**config.mk**
```make
export PLATFORM = sky130hd
export DESIGN_NAME = formula_token_lexer_top
export DESIGN_NICKNAME = d
export VERILOG_FILES = /design/src/ftl_pkg.sv /design/src/ftl_scan.sv /design/src/formula_token_lexer_top.sv
export SDC_FILE = /design/constraint.sdc
export NUM_CORES = 1
export LEC_CHECK = 0
export ABC_AREA = 1
export BUFFER_PORTS_ARGS = -buffer_cell sky130_fd_sc_hd__buf_2
export CELL_PAD_IN_SITES_DETAIL_PLACEMENT = 1
export CELL_PAD_IN_SITES_GLOBAL_PLACEMENT = 2
export CORE_UTILIZATION = 32
export CTS_BUF_LIST = sky130_fd_sc_hd__clkbuf_4 sky130_fd_sc_hd__clkbuf_8 sky130_fd_sc_hd__clkbuf_16
export DETAILED_ROUTE_END_ITERATION = 16
export PLACE_DENSITY_LB_ADDON = 0.1
export SLEW_MARGIN = 20
export SYNTH_ARGS = -nofsm -noshare
export SYNTH_HDL_FRONTEND = slang
export SYNTH_SLANG_ARGS = --single-unit
```
**constraint.sdc**
```tcl
create_clock -name aclk -period 4.4 [get_ports aclk]
set_input_delay 0.66 -clock aclk [delete_from_list [all_inputs] [get_ports aclk]]
set_output_delay 0.66 -clock aclk [all_outputs]
set_load 0.02 [all_outputs]
```
**src/ftl_pkg.sv**
```systemverilog
// Shared types, character constants and classification functions of the formula token lexer.
package ftl_pkg;

    typedef enum logic [3:0] {
        TOK_END     = 4'd0,
        TOK_IDENT   = 4'd1,
        TOK_NUMBER  = 4'd2,
        TOK_PLUS    = 4'd3,
        TOK_MINUS   = 4'd4,
        TOK_MUL     = 4'd5,
        TOK_DIV     = 4'd6,
        TOK_LPAREN  = 4'd7,
        TOK_RPAREN  = 4'd8,
        TOK_COMMA   = 4'd9,
        TOK_INVALID = 4'd10
    } token_kind_t;

    typedef enum logic [1:0] {
        MODE_IDLE   = 2'd0,
        MODE_IDENT  = 2'd1,
        MODE_NUMBER = 2'd2
    } scan_mode_t;

    localparam int TOKEN_FIELD_BITS = 16;

    localparam logic [7:0] CHAR_PLUS       = 8'h2B;
    localparam logic [7:0] CHAR_MINUS      = 8'h2D;
    localparam logic [7:0] CHAR_STAR       = 8'h2A;
    localparam logic [7:0] CHAR_SLASH      = 8'h2F;
    localparam logic [7:0] CHAR_LPAREN     = 8'h28;
    localparam logic [7:0] CHAR_RPAREN     = 8'h29;
    localparam logic [7:0] CHAR_COMMA      = 8'h2C;
    localparam logic [7:0] CHAR_UNDERSCORE = 8'h5F;
    localparam logic [7:0] CHAR_DOT        = 8'h2E;
    localparam logic [7:0] CHAR_SPACE      = 8'h20;
    localparam logic [7:0] CHAR_TAB        = 8'h09;
    localparam logic [7:0] CHAR_CR         = 8'h0D;
    localparam logic [7:0] CHAR_DIGIT_0    = 8'h30;
    localparam logic [7:0] CHAR_DIGIT_9    = 8'h39;
    localparam logic [7:0] CHAR_UPPER_A    = 8'h41;
    localparam logic [7:0] CHAR_UPPER_Z    = 8'h5A;
    localparam logic [7:0] CHAR_LOWER_A    = 8'h61;
    localparam logic [7:0] CHAR_LOWER_Z    = 8'h7A;

    typedef struct packed {
        token_kind_t                 kind;
        logic [TOKEN_FIELD_BITS-1:0] start;
        logic [TOKEN_FIELD_BITS-1:0] length;
        logic                        overflow;
        logic                        last;
    } token_t;

    typedef struct packed {
        logic   first_valid;
        logic   second_valid;
        token_t first;
        token_t second;
    } scan_result_t;

    function automatic logic is_space(input logic [7:0] c);
        return (c == CHAR_SPACE) || (c >= CHAR_TAB && c <= CHAR_CR);
    endfunction

    function automatic logic is_digit(input logic [7:0] c);
        return (c >= CHAR_DIGIT_0) && (c <= CHAR_DIGIT_9);
    endfunction

    function automatic logic is_alpha(input logic [7:0] c);
        return (c >= CHAR_UPPER_A && c <= CHAR_UPPER_Z) ||
               (c >= CHAR_LOWER_A && c <= CHAR_LOWER_Z);
    endfunction

    function automatic token_kind_t single_kind(input logic [7:0] c);
        token_kind_t k;
        unique case (c)
            CHAR_PLUS:   k = TOK_PLUS;
            CHAR_MINUS:  k = TOK_MINUS;
            CHAR_STAR:   k = TOK_MUL;
            CHAR_SLASH:  k = TOK_DIV;
            CHAR_LPAREN: k = TOK_LPAREN;
            CHAR_RPAREN: k = TOK_RPAREN;
            CHAR_COMMA:  k = TOK_COMMA;
            default:     k = TOK_INVALID;
        endcase
        return k;
    endfunction

endpackage

```
**src/ftl_scan.sv**
```systemverilog
// Scanner state and the per-character decision that yields up to two tokens.
module ftl_scan import ftl_pkg::*; #(
    parameter int POSITION_BITS = 16
) (
    input  logic         aclk,
    input  logic         aresetn,
    input  logic         advance,
    input  logic [7:0]   char_code,
    input  logic         end_of_text,
    output scan_result_t result
);

    localparam int WIDE_BITS = (POSITION_BITS > TOKEN_FIELD_BITS) ?
                               POSITION_BITS : TOKEN_FIELD_BITS;
    localparam logic [POSITION_BITS-1:0] POS_MAX = '1;

    scan_mode_t               mode_reg,  mode_next;
    logic                     dot_reg,   dot_next;
    logic [POSITION_BITS-1:0] pos_reg,   pos_next;
    logic [POSITION_BITS-1:0] start_reg, start_next;
    logic                     ovf_reg,   ovf_next;

    logic                     saturated;
    logic [POSITION_BITS-1:0] close_len;
    logic [WIDE_BITS-1:0]     pos_wide, start_wide, len_wide;
    logic [TOKEN_FIELD_BITS-1:0] pos_field, start_field, len_field;

    assign saturated   = (pos_reg == POS_MAX);
    assign close_len   = pos_reg - start_reg;
    assign pos_wide    = WIDE_BITS'(pos_reg);
    assign start_wide  = WIDE_BITS'(start_reg);
    assign len_wide    = WIDE_BITS'(close_len);
    assign pos_field   = pos_wide[TOKEN_FIELD_BITS-1:0];
    assign start_field = start_wide[TOKEN_FIELD_BITS-1:0];
    assign len_field   = len_wide[TOKEN_FIELD_BITS-1:0];

    always_comb begin
        logic   pending;
        logic   hold;
        logic   single;
        logic   emit_ovf;
        token_t close_tok;
        token_t single_tok;
        token_t end_tok;

        mode_next  = mode_reg;
        dot_next   = dot_reg;
        pos_next   = pos_reg;
        start_next = start_reg;
        ovf_next   = ovf_reg;
        result     = '0;
        hold       = 1'b0;
        single     = 1'b0;

        pending  = (mode_reg == MODE_IDENT) || (mode_reg == MODE_NUMBER);
        emit_ovf = end_of_text ? ovf_reg : (ovf_reg | saturated);

        close_tok.kind     = (mode_reg == MODE_IDENT) ? TOK_IDENT : TOK_NUMBER;
        close_tok.start    = start_field;
        close_tok.length   = len_field;
        close_tok.overflow = emit_ovf;
        close_tok.last     = 1'b0;

        single_tok.kind     = single_kind(char_code);
        single_tok.start    = pos_field;
        single_tok.length   = TOKEN_FIELD_BITS'(1);
        single_tok.overflow = emit_ovf;
        single_tok.last     = 1'b1;

        end_tok.kind     = TOK_END;
        end_tok.start    = pos_field;
        end_tok.length   = '0;
        end_tok.overflow = emit_ovf;
        end_tok.last     = 1'b1;

        if (end_of_text) begin
            if (pending) begin
                result.first_valid  = 1'b1;
                result.first        = close_tok;
                result.second_valid = 1'b1;
                result.second       = end_tok;
            end else begin
                result.first_valid = 1'b1;
                result.first       = end_tok;
            end
            // The text is finished; the next item starts a fresh one.
            mode_next  = MODE_IDLE;
            dot_next   = 1'b0;
            pos_next   = '0;
            start_next = '0;
            ovf_next   = 1'b0;
        end else begin
            ovf_next = ovf_reg | saturated;
            pos_next = saturated ? pos_reg : pos_reg + POSITION_BITS'(1);

            if (mode_reg == MODE_IDENT &&
                (is_alpha(char_code) || is_digit(char_code) ||
                 char_code == CHAR_UNDERSCORE)) begin
                hold = 1'b1;
            end else if (mode_reg == MODE_NUMBER && is_digit(char_code)) begin
                hold = 1'b1;
            end else if (mode_reg == MODE_NUMBER && char_code == CHAR_DOT && !dot_reg) begin
                hold     = 1'b1;
                dot_next = 1'b1;
            end

            if (!hold) begin
                mode_next = MODE_IDLE;
                dot_next  = 1'b0;
                if (is_space(char_code)) begin
                    single = 1'b0;
                end else if (is_alpha(char_code) || char_code == CHAR_UNDERSCORE) begin
                    mode_next  = MODE_IDENT;
                    start_next = pos_reg;
                end else if (is_digit(char_code) || char_code == CHAR_DOT) begin
                    mode_next  = MODE_NUMBER;
                    dot_next   = (char_code == CHAR_DOT);
                    start_next = pos_reg;
                end else begin
                    single = 1'b1;
                end

                if (pending && single) begin
                    result.first_valid  = 1'b1;
                    result.first        = close_tok;
                    result.second_valid = 1'b1;
                    result.second       = single_tok;
                end else if (pending) begin
                    result.first_valid = 1'b1;
                    result.first       = close_tok;
                    result.first.last  = 1'b1;
                end else if (single) begin
                    result.first_valid = 1'b1;
                    result.first       = single_tok;
                end
            end
        end
    end

    always_ff @(posedge aclk) begin
        if (!aresetn) begin
            mode_reg  <= MODE_IDLE;
            dot_reg   <= 1'b0;
            pos_reg   <= '0;
            start_reg <= '0;
            ovf_reg   <= 1'b0;
        end else if (advance) begin
            mode_reg  <= mode_next;
            dot_reg   <= dot_next;
            pos_reg   <= pos_next;
            start_reg <= start_next;
            ovf_reg   <= ovf_next;
        end
    end

endmodule

```
**src/formula_token_lexer_top.sv**
```systemverilog
// Formula token lexer: input register, scanner and two-entry result buffer.
// The first result of an item is registered in the input register and then in the result buffer.
// Throughput: one item per cycle while m_ready stays high and items give at most one
// token each; an item that gives two tokens holds the scanner until the result buffer
// holds one entry that the single result port is taking. Reset is synchronous and active
// low; it empties both buffers and returns the scanner to idle at text position zero.
module formula_token_lexer_top import ftl_pkg::*; #(
    parameter int POSITION_BITS = 16
) (
    input  logic        aclk,
    input  logic        aresetn,
    input  logic        s_valid,
    output logic        s_ready,
    input  logic [7:0]  s_char_code,
    input  logic        s_end_of_text,
    output logic        m_valid,
    input  logic        m_ready,
    output logic [3:0]  m_token_kind,
    output logic [15:0] m_token_start,
    output logic [15:0] m_token_length,
    output logic        m_position_overflow,
    output logic        m_last_of_run
);

    logic         in_valid_reg;
    logic [7:0]   in_char_reg;
    logic         in_eot_reg;
    logic [1:0]   count_reg;
    token_t       slot0_reg, slot1_reg;
    logic         fire;
    logic         pop;
    scan_result_t scan;

    // The scanner may run only when its results fit in what the buffer frees this cycle.
    assign pop     = m_valid && m_ready;
    assign fire    = in_valid_reg &&
                     (count_reg == 2'd0 || (count_reg == 2'd1 && m_ready));
    assign s_ready = !in_valid_reg || fire;

    ftl_scan #(
        .POSITION_BITS(POSITION_BITS)
    ) u_scan (
        .aclk        (aclk),
        .aresetn     (aresetn),
        .advance     (fire),
        .char_code   (in_char_reg),
        .end_of_text (in_eot_reg),
        .result      (scan)
    );

    always_ff @(posedge aclk) begin
        if (!aresetn) begin
            in_valid_reg <= 1'b0;
            count_reg    <= 2'd0;
        end else begin
            if (s_valid && s_ready) begin
                in_valid_reg <= 1'b1;
            end else if (fire) begin
                in_valid_reg <= 1'b0;
            end
            if (fire) begin
                count_reg <= 2'(scan.first_valid) + 2'(scan.second_valid);
            end else if (pop) begin
                count_reg <= count_reg - 2'd1;
            end
        end
    end

    always_ff @(posedge aclk) begin
        if (s_valid && s_ready) begin
            in_char_reg <= s_char_code;
            in_eot_reg  <= s_end_of_text;
        end
        if (fire) begin
            slot0_reg <= scan.first;
            slot1_reg <= scan.second;
        end else if (pop) begin
            slot0_reg <= slot1_reg;
        end
    end

    assign m_valid             = (count_reg != 2'd0);
    assign m_token_kind        = slot0_reg.kind;
    assign m_token_start       = slot0_reg.start;
    assign m_token_length      = slot0_reg.length;
    assign m_position_overflow = slot0_reg.overflow;
    assign m_last_of_run       = slot0_reg.last;

endmodule

```
==> qor.csv <==
stage,metric,value,unit
outcome,status,"complete, no violations",
setup_path,R2R depth,16,
setup_path,FF-to-FF setup slack,1300,ps
floorplanning,Die X,145,µm
routing,drt total wl,21000,µm
global_route,GRT overflow,0,
clock_tree,setup repair bufs after CTS,0,
synthesis,Gate Count Post-Synth,863,
routing,drt pass-1 iters,5,
floorplanning,die height,145,µm
worst_hold_path,Hold Path Depth,1,
synthesis,register area share after synthesis,0.438,
final_layout,nets,937,
setup_path,r2r endpoint,m_token_start[15],
sta,Fmax,323,MHz
sta,Final Hold Viols,0,
clock_tree,Root Driver,clkbuf_16,
final_layout,most frequent cells in the layout,"nand2_1 (202), nor2_1 (110), inv_1 (94)",
setup_path,CP Capture Type,flip-flop,
routing,Detailed Route Iter0 Violations,346,
sta,setup_tns,0,ps
placed_design,number of I/O port buffers,52,
routing,DRC violation count after routing,0,
routing,Top Metal Used,met4,
routing,drt wl/cell,17.9,µm
synthesis,syn avg cell area,7.63,µm²
final_layout,Largest register FFs,23,
final_layout,"commonest non-fill, non-tap cell in the layout",nand2_1,
setup_path,Worst Path Arrival,3220,ps
power_and_ir_drop,pwr dens,493,mW/mm²
power_and_ir_drop,Max IR drop VDD,0.000328,V
sta,RSZ-0062 raised after global routing,false,
run,maxcap violations,0,
routing,"antenna viol nets, final",0,
sta,relative slew slack,0.315,
worst_hold_path,Worst Hold Path EP,in_char_reg[5],
worst_hold_path,hold wc startpoint,s_char_code[5],
routing,met1 wire length,10700,µm
clock_tree,CTS Buffer Depth,2,
clock_tree,worst-skew pair later-pin latency,360,ps
setup_path,CP most frequent cell,nor2_1,
worst_hold_path,HP Class,input port to flip-flop,
final_layout,FILL cells,2522,
global_route,largest net degree at the start of global routing,65,
clock_tree,CTS tree,built,
routing,met3 wire length,694,µm
global_route,initial antenna violation count,0,
global_route,vias in the first global route,6113,
power_and_ir_drop,Total Power,3650,µW
synthesis,synthesized area,0.00659,mm²
synthesis,Yosys reg bits,109,
setup_path,slowest cell on the critical path,edfxtp_1,
sta,final clock skew,6.80,ps
power_and_ir_drop,P_leak,0.00305,µW
setup_path,Worst Path Required,4530,ps
setup_path,cell chain of the critical path,"nor2_1, nor2_1, nor2_1, nor2_1, nand3_1, buf_4, inv_1, ha_1, clkinv_1, buf_4, nor2_1, buf_4, nand4_1, nand2_1, nor2_1, nor2_1",
synthesis,Synth Net Count,900,
placed_design,placer congestion estimate,0.851,
global_route,Tot GR Track Use,0.207,
final_layout,Area Growth Syn to Fin,12.4,%
setup_path,Crit Path Max Fanout,20,
routing,Routed met2 length,9160,µm
sta,min Tclk post-route,3100,ps
sta,setup violators final,0,
routing,routed vias/inst,4.98,
sta,Worst Tran Pin Value,1020,ps
synthesis,Yosys cell types,41,
setup_path,r2r startpoint,in_char_reg[1],
sta,"Period Utilization, post-route",0.704,
setup_path,Crit Path Class,flip-flop to flip-flop,
clock_tree,CTS Buf Count,9,
clock_tree,# resized after CTS,0,
global_route,first-pass GRT wire length,34200,µm
floorplanning,Initial Utilization,0.326,
setup_path,CP max stage delay,520,ps
placed_design,post-DP HPWL,15400,µm
floorplanning,num rows,52,
floorplanning,core area,0.0202,mm²
clock_tree,Clock Sinks,109,
floorplanning,die area,0.0212,mm²
clock_tree,clock-pin transition on the worst setup and hold timing paths,80,ps
synthesis,Synth Warn #,0,
clock_tree,"Hold-fix buffers, CTS",0,
final_layout,share of post-route cells with drive strength above 1,0.130,
routing,via count,5862,
floorplanning,IO Count,53,
setup_path,Startpoint Class,flip-flop,
sta,Slew Limit Fails,0,
clock_tree,H-tree depth,3,
-- power breakdown --
group | internal (µW) | switching [µW] | total [µW]
Combinational | 402 | 906 | 1310
Clock | 456 | 422 | 878
Sequential | 1370 | 95.8 | 1460
-- worst max-delay path, delay by kind of cell, from the launching register on --
| kind | cells | cell delay, ps |
|---|---|---|
| adders and majority gates | 1 | 270 |
| buffers and inverters | 5 | 880 |
| DFF | 1 | 520 |
| and+or+nand+nor | 10 | 1180 |
-- final cells by class --
class	instances	area, µm²	area share
Multi-Input combinational cell	618	3170	0.428
Clock inverter	6	72.6	0.00980
Inverter	100	375	0.0507
Tap cell	270	338	0.0456
Sequential cell	109	2880	0.389
Clock buffer	10	233	0.0314
Timing Repair Buffer	62	335	0.0453
Antenna cell	1	2.50	0.000338
-- cells by family after synthesis --
family,count (synthesis),synth area share
xor gates and xnor gates,14,0.0186
buffers and inverters,136,0.0853
AOI/OAI and AO/OA,125,0.0999
and+or+nand+nor,455,0.312
adders and majority gates,24,0.0467
DFF,109,0.438
-- routing by layer --
metal,global-route usage,vias to the layer above
li1,-,2939
met1,0.301,2814
met2,0.316,77
met3,0.0260,32
met4,0.0732,0
met5,0,-
-- per-stage QoR --
| stage | cells | area, µm² | hold slack (ps) | setup slack [ps] | utilization |
|---|---|---|---|---|---|
| 6_report | 1176 | 7400 | 468 | 1300 | 0.366 |
| 5_1_grt | 1175 | 7400 | 456 | 968 | 0.366 |
| 4_1_cts | 1175 | 7400 | 458 | 1280 | 0.366 |
| 3_5_place_dp | 1159 | 7090 | 478 | 1300 | 0.351 |
| 3_3_place_gp | 1159 | 7090 | 471 | 1390 | 0.351 |
| 2_1_floorplan | 863 | 6590 | 438 | 102 | - |
-- synth_stat cells (all sizes together) --
library cell,number,area share
nand2,209,0.12
nor2,114,0.066
inv,99,0.056
a21oi,70,0.053
edfxtp,70,0.32
nand3,61,0.055
o21ai,43,0.033
nand4,41,0.039
dfxtp,39,0.12
ha,23,0.044
clkbuf,19,0.011
buf,17,0.017
nor3,14,0.013
or2,14,0.013
xnor2,10,0.013
a21o,4,0.0046
xor2,4,0.0053
a211oi,2,0.0023
o211ai,2,0.0023
a21boi,1,0.0011
a31oi,1,0.00095
and3,1,0.00095
clkinv,1,0.00057
fa,1,0.0030
nor4,1,0.00095
o21a,1,0.0011
o31ai,1,0.0011
-- worst max path at each step --
stage                        from                 to  slack [ps]  cells past startpoint
6_report           in_char_reg[1]  m_token_start[15]        1300                     16
2_1_floorplan        count_reg[0]       count_reg[1]         100                      8
5_1_grt        u_scan.mode_reg[0]   m_token_start[5]         970                     12
3_5_place_dp   u_scan.mode_reg[0]   m_token_start[5]        1300                     12
4_1_cts        u_scan.mode_reg[0]   m_token_start[5]        1280                     12
3_3_place_gp   u_scan.mode_reg[0]   m_token_start[5]        1390                     12
(Power assumes the default switching activity.)
